File: config.mk
export PLATFORM = sky130hd
export DESIGN_NAME = bbs_ctrl
export DESIGN_NICKNAME = d
export VERILOG_FILES = /design/src/hdl/bbs_pkg.sv /design/src/hdl/bbs_ctrl.sv
export SDC_FILE = /design/constraint.sdc
export NUM_CORES = 1
export LEC_CHECK = 0
export BUFFER_PORTS_ARGS = -buffer_cell sky130_fd_sc_hd__buf_2
export CORE_AREA = 2 2 39 41
export CTS_CLUSTER_SIZE = 40
export DETAILED_ROUTE_END_ITERATION = 10
export DIE_AREA = 0 0 41 43
export GPL_TIMING_DRIVEN = 0
export HOLD_SLACK_MARGIN = 0.08
export PLACE_DENSITY_LB_ADDON = 0.08
export SYNTH_ARGS = -nofsm -noshare
export SYNTH_HDL_FRONTEND = slang
export SYNTH_SLANG_ARGS = --single-unit
File: constraint.sdc
create_clock -name clk -period 4.3 [get_ports clk]
set_clock_uncertainty 0.15 [all_clocks]
set_input_delay 0.215 -clock clk [delete_from_list [all_inputs] [get_ports clk]]
set_output_delay 0.215 -clock clk [all_outputs]
set_load 0.01 [all_outputs]
File: src/hdl/bbs_pkg.sv
// Shared types, constants and helpers for the 3x3 box blur stream block.
`timescale 1ns / 1ps
`default_nettype none
package bbs_pkg;

	localparam int MAX_WIDTH  = 1024;
	localparam int MAX_HEIGHT = 65535;
	localparam int COL_W      = $clog2(MAX_WIDTH);
	localparam int ROW_W      = 16;
	localparam int LS_DEPTH   = 2 * MAX_WIDTH;
	localparam int LS_AW      = $clog2(LS_DEPTH);
	localparam int PIX_W      = 24;
	localparam int SUM_W      = 12;
	localparam int RECIP_W    = 17;
	localparam int RECIP_SH   = 16;

	localparam logic [1:0] REG_FRAME_WIDTH  = 2'd0;
	localparam logic [1:0] REG_FRAME_HEIGHT = 2'd1;

	typedef enum logic [2:0] {
		ST_IDLE,
		ST_LOAD,
		ST_SUM,
		ST_MUL,
		ST_OUT
	} bbs_state_t;

	typedef struct packed {
		logic       capture;
		logic       load;
		logic       sum;
		logic       mul;
		logic [1:0] sel;
		logic       last;
	} bbs_cmd_t;

	typedef struct packed {
		logic [3:0] mask;
	} bbs_stat_t;

	// ceil(2^16 / cnt) for the neighborhood sizes that occur
	function automatic logic [RECIP_W-1:0] recip(input logic [3:0] cnt);
		logic [RECIP_W-1:0] r;
		case (cnt)
			4'd1:    r = 17'd65536;
			4'd2:    r = 17'd32768;
			4'd3:    r = 17'd21846;
			4'd4:    r = 17'd16384;
			4'd6:    r = 17'd10923;
			4'd9:    r = 17'd7282;
			default: r = 17'd65536;
		endcase
		return r;
	endfunction

	// lowest set bit of mask at or above position from; bit 2 flags a hit
	function automatic logic [2:0] next_sel(input logic [3:0] mask, input logic [2:0] from);
		logic [2:0] r;
		r = 3'b000;
		for (int n = 3; n >= 0; n--) begin
			if (mask[n] && (3'(n) >= from)) begin
				r = {1'b1, 2'(n)};
			end
		end
		return r;
	endfunction

endpackage
`default_nettype wire

File: src/hdl/bbs_ctrl.sv
// Controller state machine sequencing load, sum, divide and output steps.
`timescale 1ns / 1ps
`default_nettype none
module bbs_ctrl (
	input  wire logic              clk,
	input  wire logic              arst_n,
	input  wire logic              s_tvalid,
	output logic                   s_tready,
	output logic                   m_tvalid,
	input  wire logic              m_tready,
	input  wire bbs_pkg::bbs_stat_t stat,
	output bbs_pkg::bbs_cmd_t      cmd
);
	import bbs_pkg::*;

	bbs_state_t state_q, state_nx;
	logic [1:0] sel_q, sel_nx;
	logic [2:0] first_hit, after_hit;

	assign first_hit = next_sel(stat.mask, 3'd0);
	assign after_hit = next_sel(stat.mask, {1'b0, sel_q} + 3'd1);

	always_comb begin
		state_nx = state_q;
		sel_nx   = sel_q;
		case (state_q)
			ST_IDLE: begin
				if (s_tvalid) state_nx = ST_LOAD;
			end
			ST_LOAD: begin
				state_nx = first_hit[2] ? ST_SUM : ST_IDLE;
			end
			ST_SUM: begin
				state_nx = ST_MUL;
			end
			ST_MUL: begin
				state_nx = ST_OUT;
			end
			ST_OUT: begin
				if (m_tready) begin
					if (after_hit[2]) begin
						state_nx = ST_SUM;
						sel_nx   = after_hit[1:0];
					end else begin
						state_nx = ST_IDLE;
					end
				end
			end
			default: state_nx = ST_IDLE;
		endcase
		if (state_q == ST_LOAD) begin
			sel_nx = first_hit[1:0];
		end
	end

	always_ff @(posedge clk or negedge arst_n) begin
		if (!arst_n) begin
			state_q <= ST_IDLE;
			sel_q   <= 2'd0;
		end else begin
			sel_q   <= sel_nx;
			state_q <= state_nx;
		end
	end

	always_comb begin
		s_tready    = (state_q == ST_IDLE);
		m_tvalid    = (state_q == ST_OUT);
		cmd.capture = (state_q == ST_IDLE) && s_tvalid;
		cmd.load    = (state_q == ST_LOAD);
		cmd.sum     = (state_q == ST_SUM);
		cmd.mul     = (state_q == ST_MUL);
		cmd.sel     = sel_q;
		cmd.last    = !after_hit[2];
	end

endmodule
`default_nettype wire

==> flow_summary.ini <==
[setup_path]
critPathArrivalTime_ns = 1.67
worstPathMaxFanout = 8
slowest_delay_ns = 0.35
cp.required_ns = 4.27
end_kind = flip-flop
worstPathCellList = clkbuf_2, nor3b_4, nor2_1, a22o_1, mux2_2
path_delay_family = simple AND/OR/NAND/NOR gates
crit_type = reg -> reg
crit_buf_inv = 1
start_kind = flip-flop
cpMaxStageDelayCell = dfrtp_1

[power_and_ir_drop]
combPwrFrac_pct = 58.9
clockPowerShare_pct = 13.9
power_frac_seq_pct = 27.3
switching_share_pct = 40.9
ir_drop_uv = 297
leakage_nw = 0.274
p_switching_w = 0.000151
p_per_area_mw_per_mm2 = 684
p_int_w = 0.000219

[clocking]
clockRootBuffer = clkbuf_4
post_cts_resized = 0
clock-sinks = 5
numCtsBuffers = 3
cts_buffer_depth = 2
insertion_delay_ns = 0.23
cts_tree = built
cts-htree-levels = 1
clk_pin_slew_ns = 0.04

[synth]
synth_top_area_cell = dfrtp_1
synthFlopType = dfrtp_1
async_reset_ff_share_pct = 100
synth_simple_gate_area_share_pct = 31.5
synth_edf_count = 0
ys_ff_latch = 5
synth_top_area_share_pct = 30.9
synth_mux_area_share_pct = 8.02
synth_fp_nets = 52
synthTopCellsByArea = dfrtp_1 31%, nor2_1 4.6%, nor3b_4 4.6%
synth_fa_ha_area_share_pct = 0
synth_top_family_by_area = simple AND/OR/NAND/NOR gates
syn_avg_cell_area_um2 = 9.21
ys_types = 27
synthXorXnorAreaFrac_pct = 0
ys_warn_count = 0
syn_inst = 44
synthesis.area_um2 = 405
synth-compound-area-share_pct = 24.7
yosysSeqAreaShare_pct = 30.9

[grt]
track_usage_pct = 10.6
grt_max_degree = 9
overflow = 0
grt_pass1_vias = 329
grt_pass1_wl_mm = 1.30
antenna_found_initial = 0

[final_layout]
mostFrequentLayoutCells = 16 x buf_2, 5 x nor2_1, 5 x dfrtp_1, 4 x inv_1
nFillCells = 158
layout_commonest_cell = buf_2
synthToLayoutAreaGrowth_pct = 33.6
post_route_cells_drive_above_1_share_pct = 41.5
nNetsFinal = 74
insertedDiodeCount = 0

[die]
io_pins = 17
fp-row-count = 14
coreArea_mm2 = 0.00138
die-height_um = 43
die_w_um = 41
initial_core_util_pct = 29.3
dieArea_mm2 = 0.00176

[timing]
finalCritPeriodShare_pct = 39.6
max_freq_mhz = 588
finalSetupTns_ns = 0
worstMarginPinSlew_ns = 0.324
holdWs_ns = 0.112
rsz0062_at_grt = no
fin_crit_ns = 1.70
final-max-slew-violation-count = 0
hold_viol = 0
setup-violations-final = 0
relSlewSlack_pct = 78.4

[detailed_routing]
ant_nets = 0
met3WireLength_um = 20
met1_length_um = 363
drtIter0Drc = 11
drtPass1Iterations = 4
highest_layer = met3
via_count = 379
route.detailed.drc = 0
wl_per_cell_um = 9.75
viasPerCell = 4.68
dr_wl_met2_um = 407
routed_wl_um = 790

[hold_path]
worstHoldPathType = in -> reg

[job]
cap_violations = 0

[outcome]
status = completed

[placement]
port_buffers = 16
dp_hpwl_um = 645
place.gp.congestion = 0.732
[state kept, by name, indices dropped and copies added (netlist names)]
signal	count
state_q	3
sel_q	2
[cells by family (layout without fill, tap and decap cells)]
logic type	count (synthesis)	in the layout
and+or+nand+nor	19	19
AOI/OAI and AO/OA	12	12
DFF	5	5
buffers and inverters	5	26
muxes	3	3
[cells in the mapped netlist, drive strengths merged (2+ instances only)]
library cell / n
o21ai: 2
mux2: 2
nor2: 5
a21o: 2
dfrtp: 5
nand2b: 2
nor3b: 4
nor2b: 2
nor3: 3
inv: 4
[repair_timing]
action                     in CTS  in global routing
hold buffers                    1                  0
setup endpoints to repair       0                  0
buffers inserted                0                  0
hold endpoints to repair        5                  0
[worst paths after layout]
path                            slack, ns          to       start  cells past startpoint
worst max-delay path                 2.60    sel_q[1]  state_q[1]                      5
worst min-delay path                 0.11  state_q[0]    s_tvalid                      3
worst max register to register       2.60    sel_q[1]  state_q[1]                      5
worst min register to register       0.44  state_q[0]  state_q[0]                      1
max in group asynchronous            3.70  state_q[0]      arst_n                      2
min in group asynchronous            0.17    sel_q[1]      arst_n                      2
[power groups by stage]
stage / Clock (W) / Combinational (W) / Sequential, W
floorplan: 0 / 0.000157 / 0.000100
global placement: 0 / 0.000224 / 0.000103
detailed placement: 0 / 0.000221 / 0.000102
CTS: 0.0000547 / 0.000223 / 0.000101
global route: 0.0000553 / 0.000243 / 0.000107
finish: 0.0000514 / 0.000218 / 0.000101
[layout make-up]
| class | instances | area (µm²) | share of cell area, % |
|---|---|---|---|
| tap | 16 | 20.0 | 3.70 |
| clock buffer | 4 | 26.3 | 4.85 |
| sequential | 5 | 125 | 23.1 |
| timing repair buffer | 17 | 90.1 | 16.6 |
| buffer | 1 | 5.00 | 0.924 |
| multi-input combinational | 34 | 260 | 48.0 |
| inverter | 4 | 15.0 | 2.77 |
[metal layers]
metal  vias to the layer above  GRT usage (%)
met5                         -              0
met3                         0              0
met1                       172           15.7
met4                         0           8.00
li1                        203              -
met2                         4           14.1
[tightest hold or removal path, delay by kind of cell]
family / cells / cell delay [ns]
simple gates: 2 / 0.13
buf+inv: 1 / 0.11
[stage by stage]
stage | instances | util [%] | setup slack (ns) | total power, W | cell area (µm²)
6_report | 81 | 39.2 | 2.60 | 0.000371 | 542
5_1_grt | 81 | 39.2 | 2.50 | 0.000405 | 542
4_1_cts | 81 | 39.2 | 2.59 | 0.000379 | 542
3_5_place_dp | 76 | 36.5 | 2.60 | 0.000323 | 505
3_3_place_gp | 76 | 36.5 | 2.58 | 0.000327 | 505
2_1_floorplan | 44 | - | 2.64 | 0.000257 | 405
Note: power is estimated with default switching activity, not from simulation.
